===== src/design/dmwbc_pkg.sv =====
// Shared types and constants for the direct-mapped write-back cache.
// No dependencies; imported by the register block and the top level.
`timescale 1ns / 1ps

package dmwbc_pkg;

   localparam int WORD_BYTES = 4;
   localparam int WORD_BITS  = 8 * WORD_BYTES;
   localparam int LAT_W      = 16;
   localparam int CSR_IDX_W  = 2;

   // register indexes on the configuration port
   localparam logic [CSR_IDX_W-1:0] CSR_MEM_RD_LAT   = 2'd0;
   localparam logic [CSR_IDX_W-1:0] CSR_MEM_WR_LAT   = 2'd1;
   localparam logic [CSR_IDX_W-1:0] CSR_CACHE_RD_LAT = 2'd2;
   localparam logic [CSR_IDX_W-1:0] CSR_CACHE_WR_LAT = 2'd3;

   localparam logic [LAT_W-1:0] MEM_RD_LAT_RST   = 16'd100;
   localparam logic [LAT_W-1:0] MEM_WR_LAT_RST   = 16'd50;
   localparam logic [LAT_W-1:0] CACHE_RD_LAT_RST = 16'd1;
   localparam logic [LAT_W-1:0] CACHE_WR_LAT_RST = 16'd1;

   typedef struct packed {
      logic [LAT_W-1:0] mem_rd;
      logic [LAT_W-1:0] mem_wr;
      logic [LAT_W-1:0] cache_rd;
      logic [LAT_W-1:0] cache_wr;
   } lat_type;

endpackage


===== src/design/dmwbc_csr.sv =====
// Latency configuration registers of the cache.
// Depends on dmwbc_pkg for the register indexes and the latency struct.
`timescale 1ns / 1ps

module dmwbc_csr (
   input  logic                               clock,
   input  logic                               reset,
   input  logic                               csr_valid,
   output logic                               csr_ready,
   input  logic [dmwbc_pkg::CSR_IDX_W-1:0]    csr_index,
   input  logic [dmwbc_pkg::LAT_W-1:0]        csr_write_data,
   output dmwbc_pkg::lat_type                 lat
);
   import dmwbc_pkg::*;

   lat_type lat_ff;
   lat_type lat_in;

   always_comb begin
      lat_in = lat_ff;
      if (csr_valid) begin
         case (csr_index)
            CSR_MEM_RD_LAT:   lat_in.mem_rd   = csr_write_data;
            CSR_MEM_WR_LAT:   lat_in.mem_wr   = csr_write_data;
            CSR_CACHE_RD_LAT: lat_in.cache_rd = csr_write_data;
            CSR_CACHE_WR_LAT: lat_in.cache_wr = csr_write_data;
            default:          lat_in = lat_ff;
         endcase
      end
   end

   always_ff @(posedge clock) begin
      if (reset) begin
         lat_ff.mem_rd   <= MEM_RD_LAT_RST;
         lat_ff.mem_wr   <= MEM_WR_LAT_RST;
         lat_ff.cache_rd <= CACHE_RD_LAT_RST;
         lat_ff.cache_wr <= CACHE_WR_LAT_RST;
      end else begin
         lat_ff <= lat_in;
      end
   end

   assign csr_ready = 1'b1;
   assign lat       = lat_ff;

endmodule


===== config.mk =====
export PLATFORM = sky130hd
export DESIGN_NAME = dmwbc_csr
export DESIGN_NICKNAME = d
export VERILOG_FILES = /design/src/design/dmwbc_pkg.sv /design/src/design/dmwbc_csr.sv
export SDC_FILE = /design/constraint.sdc
export NUM_CORES = 1
export LEC_CHECK = 0
export BUFFER_PORTS_ARGS = -buffer_cell sky130_fd_sc_hd__buf_2
export CAP_MARGIN = 10
export CORE_AREA = 2 2 105 56
export DETAILED_ROUTE_END_ITERATION = 16
export DIE_AREA = 0 0 107 58
export PLACE_DENSITY = 0.82
export SLEW_MARGIN = 20
export SYNTH_ARGS = -nofsm -noshare
export SYNTH_HDL_FRONTEND = slang
export SYNTH_SLANG_ARGS = --single-unit

===== constraint.sdc =====
create_clock -name clock -period 1.43 [get_ports clock]
set_clock_uncertainty 0.2 [all_clocks]
set_input_delay 0 -clock clock [delete_from_list [all_inputs] [get_ports clock]]
set_output_delay 0 -clock clock [all_outputs]
set_load 0.03 [all_outputs]

==> results.md <==
* Status: finished clean
* Clock Sinks at 64
* Syn Nets at between 200 and 300
* Register area at between 1000 and 1500 um2
* Gp weighted congestion at roughly 0.72
* Setup TNS at 0 ns
* CORE AREA at roughly 5300 um2
* Max FFs per register at 64
* Count of pins over their slew limit at 0
* Area grow syn2layout at 40.19%
* Diodes inserted at 0
* Hold WC Path Type: in -> reg
* Setup-failing EPs final at 0
* Final net count at ~380
* FP Rows at 19
* Final Power at between 3 and 4 mW
* Sequential share of the synthesized area at 0.4947
* Syn_area_per_cell at approximately 11 um2
* Final Cycle Share at 0.9860
* Max Buffers Root-to-Sink at 2
* Clk root buf: clkbuf_8
* Post-synthesis register bit count at 64
* Vias at approximately 2.1k
* Max-cap violations at 0
* Post-DRT Antenna Nets at 0
* Mapped Cells at roughly 240
* Initial antenna violation count at 0
* Cell Pwr Density at between 1000 and 1500 nW/um2
* Critical path class: in -> reg
* IO Pins at 86
* CTS tree: yes
* FF-to-FF setup slack at ~0.06 ns
* Peak supply drop at roughly 0.75 mV
* DRC at 0
* Drt pass-1 iters at 4
* Die Ht at ~58 um
* WP data arrival at 1.43 ns
* Worst-path fanout max at 2
* Routed WL at about 6200 um
* Setup bufs post-CTS at 0
* Met3 usage at 0.06974
* Initial drt markers at 78
* P_leak at 1.838 nW
* Drt via density at approximately 4.7
* Most common cell after layout, fill and taps aside: buf_2
* Max Fclk at between 700 and 800 MHz
* Multi-input gate area at roughly 1200 um2
* Synth Cell Area at roughly 2600 um2
* Die footprint at 6206 um2
* CTS Buf Count at 9
* Pin count of the biggest net entering global routing at 87
* Total Routing Usage GR at 0.2218
* Period minus WS final at 1.410 ns
* Fillers at 430
* GRT met2 Usage at 0.3485
* Crit path capture type: register
* Final Hold Fails at 0
* GR Util met1 at 0.2973
* GR peak layer: met2
* H-tree lvl count at 3
* Setup crit start kind: input port
* Post-layout util at 0.6849
* Clk Latency, worst-skew pair at between 0.3 and 0.4 ns
* WL/cell at 14.37 um
* GRT overflow at 0
* Die width at 107 um
* Clock slew seen by the registers of the worst setup and hold paths at 0.07 ns
* Vias in the first global route at between 2k and 2.5k
* Global-route wire length before repair at between 10000 and 15000 um
* Initial Util at 0.4886
* PortBufs at 84
* Post-DP HPWL at between 3000 and 4000 um
* Post-synth cell types at 15
* Yosys warns at 0
* Unrepaired setup endpoints after global routing: no
* Req. time, crit path at around 1.5 ns
* Most frequent cells in the layout: 84 x buf_2, 70 x nand2b_1, 64 x mux2i_1, 64 x dfxtp_1, 31 x dlygate4sd3_1
* Layout cells sized above 1 at 0.3066
* Final hold slack at approximately 0.012 ns
[worst max-delay path, cell delays in order]
cell and delay, ns:
dlygate4sd3_1 0.54, buf_2 0.13, nor2_2 0.11, mux2i_1 0.08
dlygate4sd3_1 0.57
[timing repair]
item                                   4_1_cts  5_1_grt
gates resized for setup                      0        6
endpoints found under the hold margin       64        0
setup endpoints to repair                    0       10
hold buffers                                35        0
[final timing paths]
| kind | start | end | depth (start not counted) |
|---|---|---|---|
| worst max register to register | lat[53] | lat[53] | 3 |
| worst min register to register | lat[28] | lat[28] | 2 |
| worst min-delay path | csr_index[0] | lat[49] | 4 |
| worst max-delay path | csr_write_data[5] | lat[53] | 5 |
[where the power goes]
| group | internal (mW) | switching [mW] |
|---|---|---|
| Clock | 0.795 | 0.684 |
| Combinational | 0.231 | 0.303 |
| Sequential | 1.85 | 0.0332 |
| Total | 2.87 | 1.02 |
[stage by stage]
stage / worst slack (ns) / std cells / instance area [um2]
after floorplan: 0.3879 / 239 / 2590
after global placement: 0.1705 / 385 / 3078
after detailed placement: 0.1290 / 385 / 3078
after CTS: 0.05434 / 436 / 3616
after global routing: 0.002304 / 435 / 3631
final: 0.02003 / 435 / 3631
[layer usage]
layer / wire, um / up-vias / part of all wire
met1: 3098 / 975 / 0.50
met2: 2748 / 51 / 0.44
met5: 0 / - / 0
met4: 64 / 0 / 0.010
met3: 338 / 8 / 0.054
li1: - / 1020 / -
[area by class of cell]
cell class	instances	area share
Sequential cell	64	0.3529
Multi-Input combinational cell	158	0.3394
Timing Repair Buffer	124	0.2309
Clock buffer	10	0.03515
Tap cell	73	0.02516
Clock inverter	6	0.01654
[cells by family (layout without fill, tap and decap cells)]
kind of cell | count (synthesis) | count (layout) | share of synthesized area
buffers and inverters | 17 | 140 | 0.03817
DFF | 64 | 64 | 0.4947
muxes | 64 | 64 | 0.2473
other | 1 | 1 | 0.001448
and+or+nand+nor | 93 | 93 | 0.2184
[cells in the mapped netlist]
master     n  area (um2)
nand3_2    1       10.01
conb_1     1       3.750
and3b_1    2       17.52
nor3b_1    1       7.510
buf_4      4       30.03
buf_2      4       20.02
or3b_1     1       8.760
mux2i_1   64       640.6
nand3b_2   1       11.26
nand3b_1   1       7.510
nor2_1    14       52.55
nand2b_1  72       450.4
dfxtp_1   64        1281
buf_6      2       22.52
clkbuf_1   7       26.28
Note: power is estimated with default switching activity, not from simulation.
